--- src/hw/rtl/assert_macros.svh ---
// ----------------------------------------------------------------------------
// assertion macros
// clocked property checks shared by the rtl files
// ----------------------------------------------------------------------------
`ifndef ASSERT_MACROS_SVH
`define ASSERT_MACROS_SVH

`ifndef ASSERT_OFF
// property must hold at every clock edge outside reset
`define SKT_ASSERT(lbl, clk, rst, prop, msg) \
   lbl: assert property (@(posedge clk) disable iff (rst) prop) else $error(msg);
// expression must never be true outside reset
`define SKT_ASSERT_NEVER(lbl, clk, rst, expr, msg) \
   lbl: assert property (@(posedge clk) disable iff (rst) !(expr)) else $error(msg);
`else
`define SKT_ASSERT(lbl, clk, rst, prop, msg)
`define SKT_ASSERT_NEVER(lbl, clk, rst, expr, msg)
`endif

`endif

--- src/hw/rtl/skt_pkg.sv ---
// ----------------------------------------------------------------------------
// skt_pkg
// types and constants of the sorted key table
// ----------------------------------------------------------------------------
package skt_pkg;

   // table geometry
   localparam int CAPACITY    = 8;
   localparam int HANDLE_BITS = 16;
   localparam int IDX_W       = $clog2(CAPACITY);
   localparam int CNT_W       = $clog2(CAPACITY + 1);

   // item field widths
   localparam int KIND_W   = 2;
   localparam int KEY_W    = 64;
   localparam int HANDLE_W = 16;
   localparam int STATUS_W = 2;
   localparam int POS_W    = 3;
   localparam int COUNT_W  = 4;

   // one table entry in memory: key above handle
   localparam int ENTRY_W = KEY_W + HANDLE_BITS;

   typedef enum logic [KIND_W-1:0] {
      KIND_INSERT = 2'd0,
      KIND_REMOVE = 2'd1,
      KIND_SEARCH = 2'd2
   } kind_type;

   typedef enum logic [STATUS_W-1:0] {
      STATUS_DONE  = 2'd0,
      STATUS_FULL  = 2'd1,
      STATUS_EMPTY = 2'd2,
      STATUS_MISS  = 2'd3
   } status_type;

   typedef enum logic [2:0] {
      ST_IDLE,
      ST_INS_CHK,
      ST_INS_PUT,
      ST_SRCH_RD,
      ST_SRCH_CHK,
      ST_REM_MOVE,
      ST_RESULT
   } state_type;

   // memory access request from the controller
   typedef struct packed {
      logic               we;
      logic [IDX_W-1:0]   waddr;
      logic [ENTRY_W-1:0] wdata;
      logic [IDX_W-1:0]   raddr;
   } mem_req_type;

   // finished result handed to the output register
   typedef struct packed {
      logic                load;
      logic [STATUS_W-1:0] status;
      logic [POS_W-1:0]    position;
      logic [HANDLE_W-1:0] found_handle;
      logic [COUNT_W-1:0]  entry_count;
   } result_type;

endpackage

--- src/hw/rtl/skt_if.sv ---
// ----------------------------------------------------------------------------
// skt_if
// valid/ready channels for request and response items
// ----------------------------------------------------------------------------
interface skt_req_if;
   import skt_pkg::*;

   logic                valid;
   logic                ready;
   logic [KIND_W-1:0]   kind;
   logic [KEY_W-1:0]    key;
   logic [HANDLE_W-1:0] entry_handle;

   modport source (output valid, output kind, output key, output entry_handle,
                   input ready);
   modport sink   (input valid, input kind, input key, input entry_handle,
                   output ready);
endinterface

interface skt_rsp_if;
   import skt_pkg::*;

   logic                valid;
   logic                ready;
   logic [STATUS_W-1:0] status;
   logic [POS_W-1:0]    position;
   logic [HANDLE_W-1:0] found_handle;
   logic [COUNT_W-1:0]  entry_count;

   modport source (output valid, output status, output position,
                   output found_handle, output entry_count, input ready);
   modport sink   (input valid, input status, input position,
                   input found_handle, input entry_count, output ready);
endinterface

--- src/hw/rtl/sorted_key_table.sv ---
// ----------------------------------------------------------------------------
// sorted_key_table
// bounded table of (key, handle) entries kept in ascending key order
// ----------------------------------------------------------------------------
// One request item in, one response item out. Insert places the entry after
// any equal keys, shifting larger keys up one slot; remove finds the key by
// binary search (probe at floor((low+high)/2)) and closes the gap; search
// reports the position and handle found. Entries live in a small ram with a
// registered read, so each compare or move acts on a read issued in the cycle
// before. Items are handled one at a time. An insert into an empty table
// writes the entry at once; otherwise it makes one move per entry shifted up.
// A search takes at most log2(capacity)+1 probes; a remove is the search
// followed by one move per entry moved down; a refused insert or a remove
// from an empty table goes straight to the result. A result that finds the
// output register still occupied waits until the item there is taken. A
// finished result sits in an output register, so the next request is
// accepted while it waits. The table is empty after reset; no clearing pass
// is run.
// ----------------------------------------------------------------------------
`include "assert_macros.svh"

module sorted_key_table (
   input  logic      clock,
   input  logic      reset,
   skt_req_if.sink   req_if,
   skt_rsp_if.source rsp_if
);
   import skt_pkg::*;

   // controller to ram and output register
   result_type           res;
   mem_req_type          mem_req;
   logic [ENTRY_W-1:0]   mem_rdata;
   logic                 out_free;

   // output register
   logic                 rsp_valid_ff, rsp_valid_in;
   logic [STATUS_W-1:0]  status_ff, status_in;
   logic [POS_W-1:0]     position_ff, position_in;
   logic [HANDLE_W-1:0]  found_ff, found_in;
   logic [COUNT_W-1:0]   count_ff, count_in;

   // entry store: key and handle side by side
   skt_ram #(
      .WIDTH (ENTRY_W),
      .DEPTH (CAPACITY)
   ) u_ram (
      .clock (clock),
      .we    (mem_req.we),
      .waddr (mem_req.waddr),
      .wdata (mem_req.wdata),
      .raddr (mem_req.raddr),
      .rdata (mem_rdata)
   );

   // insert, search and remove sequencing
   skt_ctrl u_ctrl (
      .clock     (clock),
      .reset     (reset),
      .req_if    (req_if),
      .out_free  (out_free),
      .res       (res),
      .mem_req   (mem_req),
      .mem_rdata (mem_rdata)
   );

   // result may load when the register is empty or drains this cycle
   assign out_free = !rsp_valid_ff || rsp_if.ready;

   always_comb begin
      rsp_valid_in = rsp_valid_ff;
      status_in    = status_ff;
      position_in  = position_ff;
      found_in     = found_ff;
      count_in     = count_ff;
      if (res.load) begin
         rsp_valid_in = 1'b1;
         status_in    = res.status;
         position_in  = res.position;
         found_in     = res.found_handle;
         count_in     = res.entry_count;
      end else if (rsp_if.ready) begin
         rsp_valid_in = 1'b0;
      end
   end

   always_ff @(posedge clock) begin
      if (reset) begin
         rsp_valid_ff <= 1'b0;
      end else begin
         rsp_valid_ff <= rsp_valid_in;
      end
      status_ff   <= status_in;
      position_ff <= position_in;
      found_ff    <= found_in;
      count_ff    <= count_in;
   end

   assign rsp_if.valid        = rsp_valid_ff;
   assign rsp_if.status       = status_ff;
   assign rsp_if.position     = position_ff;
   assign rsp_if.found_handle = found_ff;
   assign rsp_if.entry_count  = count_ff;

   `SKT_ASSERT(a_load_free, clock, reset, res.load |-> (!rsp_valid_ff || rsp_if.ready), "result overwrites an item not yet taken")
   `SKT_ASSERT(a_error_fields, clock, reset, (res.load && res.status != STATUS_DONE) |-> (res.position == '0 && res.found_handle == '0), "refused item carries position or handle")

endmodule

--- src/hw/rtl/skt_ram.sv ---
// ----------------------------------------------------------------------------
// skt_ram
// generic simple dual port ram, one write and one registered read
// ----------------------------------------------------------------------------
module skt_ram #(
   parameter int WIDTH = 8,
   parameter int DEPTH = 8
) (
   input  logic                     clock,
   input  logic                     we,
   input  logic [$clog2(DEPTH)-1:0] waddr,
   input  logic [WIDTH-1:0]         wdata,
   input  logic [$clog2(DEPTH)-1:0] raddr,
   output logic [WIDTH-1:0]         rdata
);

   logic [WIDTH-1:0] mem_ff [DEPTH];
   logic [WIDTH-1:0] rdata_ff;

   always_ff @(posedge clock) begin
      if (we) begin
         mem_ff[waddr] <= wdata;
      end
      rdata_ff <= mem_ff[raddr];
   end

   assign rdata = rdata_ff;

endmodule

--- src/hw/rtl/skt_ctrl.sv ---
// ----------------------------------------------------------------------------
// skt_ctrl
// sequencer for insert shift, binary search and remove shift
// ----------------------------------------------------------------------------
`include "assert_macros.svh"

module skt_ctrl (
   input  logic                         clock,
   input  logic                         reset,
   skt_req_if.sink                      req_if,
   input  logic                         out_free,
   output skt_pkg::result_type          res,
   output skt_pkg::mem_req_type         mem_req,
   input  logic [skt_pkg::ENTRY_W-1:0]  mem_rdata
);
   import skt_pkg::*;

   state_type            state_ff, state_in;
   logic [CNT_W-1:0]     count_ff, count_in;
   logic                 remove_ff, remove_in;
   logic [KEY_W-1:0]     key_ff, key_in;
   logic [HANDLE_BITS-1:0] handle_ff, handle_in;
   logic [IDX_W-1:0]     idx_ff, idx_in;
   logic [CNT_W-1:0]     lo_ff, lo_in;
   logic [CNT_W-1:0]     hp_ff, hp_in;   // high bound plus one
   logic [IDX_W-1:0]     mid_ff, mid_in;
   status_type           status_ff, status_in;
   logic [IDX_W-1:0]     pos_ff, pos_in;
   logic [HANDLE_BITS-1:0] found_ff, found_in;

   logic [KEY_W-1:0]       rd_key;
   logic [HANDLE_BITS-1:0] rd_handle;
   logic [CNT_W:0]         mid_sum;
   logic [IDX_W-1:0]       mid;

   assign rd_key    = mem_rdata[ENTRY_W-1 -: KEY_W];
   assign rd_handle = mem_rdata[HANDLE_BITS-1:0];
   assign mid_sum   = {1'b0, lo_ff} + {1'b0, hp_ff} - (CNT_W+1)'(1);
   assign mid       = IDX_W'(mid_sum >> 1);

   always_ff @(posedge clock) begin
      if (reset) begin
         state_ff <= ST_IDLE;
         count_ff <= '0;
      end else begin
         state_ff <= state_in;
         count_ff <= count_in;
      end
      remove_ff <= remove_in;
      key_ff    <= key_in;
      handle_ff <= handle_in;
      idx_ff    <= idx_in;
      lo_ff     <= lo_in;
      hp_ff     <= hp_in;
      mid_ff    <= mid_in;
      status_ff <= status_in;
      pos_ff    <= pos_in;
      found_ff  <= found_in;
   end

   always_comb begin
      state_in  = state_ff;
      count_in  = count_ff;
      remove_in = remove_ff;
      key_in    = key_ff;
      handle_in = handle_ff;
      idx_in    = idx_ff;
      lo_in     = lo_ff;
      hp_in     = hp_ff;
      mid_in    = mid_ff;
      status_in = status_ff;
      pos_in    = pos_ff;
      found_in  = found_ff;

      mem_req = '0;
      req_if.ready = (state_ff == ST_IDLE);

      res.load         = 1'b0;
      res.status       = status_ff;
      res.position     = POS_W'(pos_ff);
      res.found_handle = HANDLE_W'(found_ff);
      res.entry_count  = COUNT_W'(count_ff);

      case (state_ff)
         ST_IDLE: begin
            if (req_if.valid) begin
               key_in    = req_if.key;
               handle_in = HANDLE_BITS'(req_if.entry_handle);
               remove_in = (req_if.kind == KIND_REMOVE);
               status_in = STATUS_DONE;
               pos_in    = '0;
               found_in  = '0;
               lo_in     = '0;
               hp_in     = count_ff;
               case (req_if.kind)
                  KIND_INSERT: begin
                     if (count_ff >= CNT_W'(CAPACITY)) begin
                        status_in = STATUS_FULL;
                        state_in  = ST_RESULT;
                     end else if (count_ff == '0) begin
                        idx_in   = '0;
                        state_in = ST_INS_PUT;
                     end else begin
                        mem_req.raddr = IDX_W'(count_ff - CNT_W'(1));
                        idx_in        = IDX_W'(count_ff);
                        state_in      = ST_INS_CHK;
                     end
                  end
                  KIND_REMOVE: begin
                     if (count_ff == '0) begin
                        status_in = STATUS_EMPTY;
                        state_in  = ST_RESULT;
                     end else begin
                        state_in = ST_SRCH_RD;
                     end
                  end
                  default: begin
                     state_in = ST_SRCH_RD;
                  end
               endcase
            end
         end

         ST_INS_CHK: begin
            // move a larger key up one slot, read the next one down
            if (rd_key > key_ff) begin
               mem_req.we    = 1'b1;
               mem_req.waddr = idx_ff;
               mem_req.wdata = mem_rdata;
               idx_in        = idx_ff - IDX_W'(1);
               if (idx_ff == IDX_W'(1)) begin
                  state_in = ST_INS_PUT;
               end else begin
                  mem_req.raddr = idx_ff - IDX_W'(2);
               end
            end else begin
               state_in = ST_INS_PUT;
            end
         end

         ST_INS_PUT: begin
            mem_req.we    = 1'b1;
            mem_req.waddr = idx_ff;
            mem_req.wdata = {key_ff, handle_ff};
            count_in      = count_ff + CNT_W'(1);
            pos_in        = idx_ff;
            state_in      = ST_RESULT;
         end

         ST_SRCH_RD: begin
            if (lo_ff < hp_ff) begin
               mem_req.raddr = mid;
               mid_in        = mid;
               state_in      = ST_SRCH_CHK;
            end else begin
               status_in = STATUS_MISS;
               state_in  = ST_RESULT;
            end
         end

         ST_SRCH_CHK: begin
            if (rd_key == key_ff) begin
               pos_in   = mid_ff;
               found_in = rd_handle;
               if (!remove_ff) begin
                  state_in = ST_RESULT;
               end else if (CNT_W'(mid_ff) + CNT_W'(1) < count_ff) begin
                  // close the gap from the entry above
                  idx_in        = mid_ff;
                  mem_req.raddr = mid_ff + IDX_W'(1);
                  state_in      = ST_REM_MOVE;
               end else begin
                  count_in = count_ff - CNT_W'(1);
                  state_in = ST_RESULT;
               end
            end else if (rd_key > key_ff) begin
               hp_in    = CNT_W'(mid_ff);
               state_in = ST_SRCH_RD;
            end else begin
               lo_in    = CNT_W'(mid_ff) + CNT_W'(1);
               state_in = ST_SRCH_RD;
            end
         end

         ST_REM_MOVE: begin
            mem_req.we    = 1'b1;
            mem_req.waddr = idx_ff;
            mem_req.wdata = mem_rdata;
            idx_in        = idx_ff + IDX_W'(1);
            if (CNT_W'(idx_ff) + CNT_W'(2) < count_ff) begin
               mem_req.raddr = IDX_W'(CNT_W'(idx_ff) + CNT_W'(2));
            end else begin
               count_in = count_ff - CNT_W'(1);
               state_in = ST_RESULT;
            end
         end

         ST_RESULT: begin
            if (out_free) begin
               res.load = 1'b1;
               state_in = ST_IDLE;
            end
         end

         default: begin
            state_in = ST_IDLE;
         end
      endcase
   end

   `SKT_ASSERT_NEVER(a_count_bound, clock, reset, count_ff > CNT_W'(CAPACITY), "count above capacity")
   `SKT_ASSERT(a_write_busy, clock, reset, mem_req.we |-> (state_ff != ST_IDLE && state_ff != ST_RESULT), "table write while not busy")
   `SKT_ASSERT(a_full_refused, clock, reset, (req_if.valid && req_if.ready && req_if.kind == KIND_INSERT && count_ff == CNT_W'(CAPACITY)) |=> (state_ff == ST_RESULT && status_ff == STATUS_FULL), "insert into full table not refused")
   `SKT_ASSERT(a_probe_range, clock, reset, (state_ff == ST_SRCH_CHK) |-> (CNT_W'(mid_ff) < count_ff), "probe beyond filled entries")

endmodule

--- src/flat_wrapper.sv ---
// flat-port wrapper written by rule: the top's interface ports become plain ports
module sorted_key_table_flat import skt_pkg::*;
  (clock, reset, req_if_valid, req_if_kind, req_if_key, req_if_entry_handle, req_if_ready, rsp_if_valid, rsp_if_status, rsp_if_position, rsp_if_found_handle, rsp_if_entry_count, rsp_if_ready);
  skt_req_if req_if_i ();
  skt_rsp_if rsp_if_i ();
  input  logic clock;
  input  logic reset;
  input wire logic [$bits(req_if_i.valid)-1:0] req_if_valid;
  input wire logic [$bits(req_if_i.kind)-1:0] req_if_kind;
  input wire logic [$bits(req_if_i.key)-1:0] req_if_key;
  input wire logic [$bits(req_if_i.entry_handle)-1:0] req_if_entry_handle;
  output wire logic [$bits(req_if_i.ready)-1:0] req_if_ready;
  output wire logic [$bits(rsp_if_i.valid)-1:0] rsp_if_valid;
  output wire logic [$bits(rsp_if_i.status)-1:0] rsp_if_status;
  output wire logic [$bits(rsp_if_i.position)-1:0] rsp_if_position;
  output wire logic [$bits(rsp_if_i.found_handle)-1:0] rsp_if_found_handle;
  output wire logic [$bits(rsp_if_i.entry_count)-1:0] rsp_if_entry_count;
  input wire logic [$bits(rsp_if_i.ready)-1:0] rsp_if_ready;
  assign req_if_i.valid = req_if_valid;
  assign req_if_i.kind = req_if_kind;
  assign req_if_i.key = req_if_key;
  assign req_if_i.entry_handle = req_if_entry_handle;
  assign req_if_ready = req_if_i.ready;
  assign rsp_if_valid = rsp_if_i.valid;
  assign rsp_if_status = rsp_if_i.status;
  assign rsp_if_position = rsp_if_i.position;
  assign rsp_if_found_handle = rsp_if_i.found_handle;
  assign rsp_if_entry_count = rsp_if_i.entry_count;
  assign rsp_if_i.ready = rsp_if_ready;
  sorted_key_table u_core (.clock(clock), .reset(reset), .req_if(req_if_i), .rsp_if(rsp_if_i));
endmodule
--- config.mk ---
export PLATFORM = sky130hd
export DESIGN_NAME = sorted_key_table_flat
export DESIGN_NICKNAME = d
export VERILOG_FILES = /design/src/hw/rtl/skt_pkg.sv /design/src/hw/rtl/skt_if.sv /design/src/hw/rtl/sorted_key_table.sv /design/src/hw/rtl/skt_ram.sv /design/src/hw/rtl/skt_ctrl.sv /design/src/flat_wrapper.sv
export VERILOG_INCLUDE_DIRS = /design/src /design/src/hw/rtl
export SDC_FILE = /design/constraint.sdc
export NUM_CORES = 1
export LEC_CHECK = 0
export BUFFER_PORTS_ARGS = -buffer_cell sky130_fd_sc_hd__buf_4
export CORE_ASPECT_RATIO = 0.8
export CORE_UTILIZATION = 30
export CTS_CLUSTER_SIZE = 24
export DETAILED_ROUTE_END_ITERATION = 16
export PLACE_DENSITY = 0.45
export SLEW_MARGIN = 20
export SYNTH_ARGS = -nofsm -noshare
export SYNTH_HDL_FRONTEND = slang
export SYNTH_SLANG_ARGS = --single-unit
--- constraint.sdc ---
create_clock -name clock -period 23.8 [get_ports clock]
set_clock_uncertainty 0.15 [all_clocks]
set_input_delay 2.38 -clock clock [delete_from_list [all_inputs] [get_ports clock]]
set_output_delay 2.38 -clock clock [all_outputs]
set_load 0.05 [all_outputs]
# --- Yosys cells after proc, flatten, opt, wreduce, memory -nomap -nowiden ---
# Memory sizes are Yosys's and may differ from the RTL's. A register that Yosys moved wholly into a read port is not among the register bits.
# Cells that the tools add are included.
word_totals:
  rom_bits: 0
  wordCells: 145
  latchBits: 0
  in_bits: 86
  memories: 1
  ram_bits: 640
  regBits: 149
mem_list:
  columns: ["memory", "depth", "width", "rd", "rd_clocked_by_memory_dff", "wr", "line", "text"]
  rows:
  - ["u_core.u_ram.mem_ff", 8, 80, 1, 1, 1, "skt_ram.sv:17", "logic [WIDTH-1:0] mem_ff [DEPTH];"]
op_classes:
  div: 0
  shifts: 0
  n_mul: 0
  n_reduce_logical: 21
  eq_ne: 24
  n_mux: 67
  n_addsub: 10
  order_cmp: 5
  bitwise: 0
op_table:
  columns: ["op", "count"]
  rows:
  - ["$pmux 84 s3", 1]
  - ["$mux 87", 1]
  - ["$mux 3", 28]
  - ["$eq 64x64->1", 1]
  - ["$gt 64x64->1", 1]
  - ["$mux 4", 10]
  - ["$mux 16", 2]
  - ["$pmux 16 s2", 1]
  - ["$ne 2x2->1 const B", 12]
  - ["$pmux 3 s7", 1]
  - ["$pmux 4 s2", 2]
  - ["$pmux 3 s5", 1]
  - ["$mux 2", 7]
  - ["$lt 4x4->1", 3]
  - ["$pmux 3 s4", 1]
  - ["$pmux 4 s3", 1]
  - ["$reduce_and 4->1", 3]
  - ["$eq 3x3->1 const B", 3]
  - ["$pmux 3 s3", 1]
  - ["$reduce_and 3->1", 3]
  - ["$pmux 2 s2", 2]
  - ["$reduce_and 8->1", 1]
  - ["$sub 4x1->4 const B", 2]
  - ["$mux 1", 7]
  - ["other kinds (24)", 32]

# --- Logic depth before layout (Yosys ltp) ---
logic_depth:
  ltp_word: 6
  ltp_mapped: 14
  mapped_depth_nobuf: 12

# --- Cells and area by module ---
# Synthesis repeated with hierarchy kept, for this count alone.
unflattened:
  hier_cells: 1935
  hier_area_um2: 35102.4
by_module_without_submodules:
  columns: ["mod", "cells_each", "area_each_um2", "n_inst"]
  rows:
  - ["skt_ram", 1018, 25654.6, 1]
  - ["skt_ctrl", 888, 8650.8, 1]
  - ["sorted_key_table", 29, 797.0, 1]

# --- Least setup slack after synthesis ---
# No wires, ideal clock.
synth_timing:
  kind: "register -> register"
  startpoint: "register u_core.u_ctrl.key_ff[31]"
  endpoint: "memory u_core.u_ram.mem_ff[2][0] in the netlist's numbering, enable pin"
  path_buffers: 1
  t_arrival_ps: 8379
  path_slack_ps: 14633
  t_required_ps: 23012
  stages_incl_launch_ff: 14
  cell_sequence: "edfxtp_1 > inv_1 > ha_1 > nand4_1 > or3_4 > a21oi_2 > a2111oi_0 > o21a_1 > o211a_2 > nor2_1 > o21ba_1 > clkbuf_1 > o21ai_1 > a211oi_1"
synth_between:
  elab_chain_len: 5
synth_lines:
  columns: ["item", "line", "text"]
  rows:
  - ["start: declaration", "skt_ctrl.sv:21", "logic [KEY_W-1:0] key_ff, key_in;"]
  - ["start signal: assignment", "skt_ctrl.sv:50", "key_ff <= key_in;"]
  - ["$gt 64x64->1 (*)", "skt_ctrl.sv:126", "if (rd_key > key_ff) begin"]
  - ["$mux 87 (*)", "skt_ctrl.sv:126", null]
  - ["$pmux 84 s3 (*)", "skt_ctrl.sv:84", "case (state_ff)"]
  - ["$mux 1", "skt_ram.sv:21", "if (we) begin"]
  - ["$mux 1 (not written as such)", "skt_ram.sv:22", "mem_ff[waddr] <= wdata;"]
  - ["end: declaration", "skt_ram.sv:17", null]
# Mark *: on every way between the ends. The rest lies on a longest branch, timed or not.

# --- Worst setup path in the final report ---
layout_timing:
  startpoint: "register u_core.u_ctrl.key_ff[59]"
  endpoint: "memory u_core.u_ram.mem_ff[1][23] in the netlist's numbering, enable pin"
# Same word-level chain as after synthesis.

==> results.cfg <==
[die]
die_area_sq_um = 119000
die_h_microns = 309
die_width_microns = 386
io_pins = 113
placementRows = 112
start_util = 0.303
core_area_sq_um = 117000

[clock_network]
clk_pin_slew_ns = 0.06
cts_resized = 0
clock-sinks = 869
cts_hold_buf = 0
cts_tree = yes
clockBufferDepth = 3
numCtsBuffers = 91
clk_latency_ns = 0.67
post-cts-setup-buffer-count = 0
h-tree-depth = 3
cts-root-buf = clkbuf_16

[worst_setup_path]
required_ns = 23.94
critical_path.slowest_cell = o21ba_4
worstSetupPathType = flip-flop to flip-flop
worst_r2r_path_depth = 14
cp_common_cell = buf_4
cpPeakStageDelay_ns = 0.80
r2r-start = u_core.u_ctrl.key_ff[59]
startpoint = u_core.u_ctrl.key_ff[59]
crit_arrival_ns = 6.62
startpoint_type = flip-flop
cp_max_fo = 43
crit_chain = inv_1, ha_1, nand4_1, nor4_4, nand3_1, nor3_1, o22ai_1, o211a_2, nor2_1, o21ba_4, o21ai_1, nor2_4, buf_4, buf_4
endpoint_kind = flip-flop

[logic_synthesis]
yosysTopAreaCell = edfxtp_1
synthAdderAreaFrac = 0.0300
seq_area_frac_synth = 0.714
synth_edf_count = 781
syn_inst = 2127
synth_simple_gate_area_frac = 0.0439
synth-compound-area-share = 0.102
syn_avg_cell_area_sq_um = 16.6
synth.area.mux_share = 0.0823
synthArstFlopShare = 0
synth_top_family_by_area = compound AO/OA/AOI/OAI gates
synth-main-ff-cell = edfxtp_1
ys_warn_count = 0
yosysTopAreaCellShare = 0.664
synth_xor_area_frac = 0.00174
syn_nets = 2297
synth.area.top_cells = edfxtp_1 66%, dfxtp_1 5.0%, mux2_4 3.0%, ha_1 2.9%, mux2_2 2.6%
netlist-cell-type-count = 68
synth_seq_cells = 869
synth_area_sq_um = 35300

[grt]
grt_util_met1 = 0.202
overflow = 0
grt_max_degree = 152
top_usage_layer = met2
grt_pass1_vias = 19200
use_met2 = 0.231
track_usage = 0.144
antenna_found_initial = 0
grt.met3_usage = 0.0245
grt_pass1_wl_mm = 127

[layout]
final-seq-area_sq_um = 25200
drive_gt1_frac = 0.256
multi_input_area_sq_um = 9300
most-common-layout-cells = 781 x edfxtp_1, 147 x buf_4, 100 x nand2_1
diodes = 0
fin_util = 0.350
fillers = 11100
syn2layout_area_growth_pct = 15.6
postLayoutCellArea_sq_um = 40800
nets = 2434
final_common_cell = edfxtp_1

[drt]
routed_wl_mm = 85.6
ant_nets = 0
drtIter0Drc = 1026
viasPerCell = 4.73
vias = 18300
drc = 0
drt_first_pass_iters = 5
routedWlPerCell_microns = 22.0

[sta]
fmax_mhz = 154
period_share = 0.272
final-setup-viol-count = 0
slew_headroom = 0.257
hold_viol = 0
worst_pin_slew_ns = 1.11
fin_tns_setup_ns = 0
holdWs_ns = 0.269
rsz0062_at_grt = false
fin_crit_ns = 6.48
drv_slew = 0

[min_path]
hold_class = flip-flop to flip-flop
min_from = u_core.u_ctrl.pos_ff[0]
whs_path_depth = 0

[placed_design]
dp_hpwl_mm = 48.1
dpl_cell_area_sq_um = 37900
gp_congestion = 0.747
numPortBuffers = 112

[power_and_ir_drop]
pwr-share-seq = 0.451
switchingPower_w = 0.00162
switching_share = 0.322
combPwrFrac = 0.269
p_int_w = 0.00340
leakage_nw = 14.6
peakVddDrop_v = 0.0000560
powerDensity_nw_per_um2 = 123
clockPowerShare = 0.280

[job]
cap_violations = 0

[status]
status = finished, final reports clean
==> logic make-up after synthesis <==
| logic type | Yosys count |
|---|---|
| compound gates | 434 |
| xor+xnor | 7 |
| fa+ha+maj | 84 |
| buf+inv | 193 |
| flops | 869 |
| mux | 244 |
| simple gates | 296 |
==> final cells by class <==
| class | instances | area share |
|---|---|---|
| sequential | 869 | 0.617 |
| multi-input combinational | 1065 | 0.228 |
| clock buffer | 121 | 0.0618 |
| tap | 1539 | 0.0472 |
| timing repair buffer | 148 | 0.0275 |
| clock inverter | 51 | 0.0101 |
| inverter | 89 | 0.00824 |
==> path summary, 6_finish.rpt <==
check        slack [ns]                    endpoint
max               17.32  u_core.u_ram.mem_ff[1][23]
min                0.27   u_core.rsp_if.position[0]
max reg2reg       17.32  u_core.u_ram.mem_ff[1][23]
min reg2reg        0.27   u_core.rsp_if.position[0]
==> layer usage <==
layer,routed length [microns],part of all wire
met5,0,0
met4,1750,0.020
met3,2530,0.030
met2,40000,0.47
met1,41300,0.48
==> through the flow <==
stage	total power, W	std cells	worst slack, ns
floorplan	0.00321	2127	14.63
global placement	0.00365	3710	16.87
detailed placement	0.00367	3710	16.87
CTS	0.00509	3882	17.18
global route	0.00529	3882	16.96
finish	0.00502	3882	17.32
==> power by group through the flow <==
stage	clock, W	sequential, W	combinational [W]
floorplan	0	0.00228	0.000933
global placement	0	0.00229	0.00137
detailed placement	0	0.00229	0.00137
CTS	0.00144	0.00227	0.00138
global route	0.00150	0.00229	0.00149
finish	0.00140	0.00226	0.00135
==> worst max-delay path: cells and delay by family, from the launching register on <==
kind                     cells  cell delay, ns
adder cells (fa/ha/maj)      1            0.31
AND/OR/NAND/NOR              6            2.26
buffers and inverters        3            1.31
AO/OA/AOI/OAI                4            1.58
flip-flops                   1            0.34
==> flip-flops by register name, indices dropped and copies added, names as in the netlist, 2 cells and up <==
signal	flops
u_core.u_ctrl.mid_ff	3
u_core.u_ctrl.lo_ff	4
u_core.rsp_if.position	3
u_core.u_ctrl.key_ff	64
u_core.u_ram.rdata	80
u_core.u_ctrl.pos_ff	3
u_core.u_ctrl.hp_ff	4
u_core.u_ctrl.idx_ff	3
u_core.u_ctrl.found_ff	16
u_core.rsp_if.status	2
u_core.u_ctrl.state_ff	3
u_core.rsp_if.found_handle	16
u_core.u_ctrl.status_ff	2
u_core.u_ctrl.handle_ff	16
u_core.rsp_if.entry_count	4
u_core.u_ctrl.count_ff	4
u_core.u_ram.mem_ff	640
==> Yosys cell counts (24+ instances only) <==
master / count
mux2i_1: 83
a21oi_1: 41
mux2_2: 83
o21ai_0: 86
inv_1: 88
nor2_1: 28
dfxtp_1: 88
o22ai_1: 24
clkbuf_1: 34
a211oi_1: 97
nand2_1: 103
edfxtp_1: 781
o22ai_2: 59
a211oi_2: 70
nor2b_1: 83
mux2_4: 70
ha_1: 83
buf_2: 35
(Power assumes the default switching activity.)
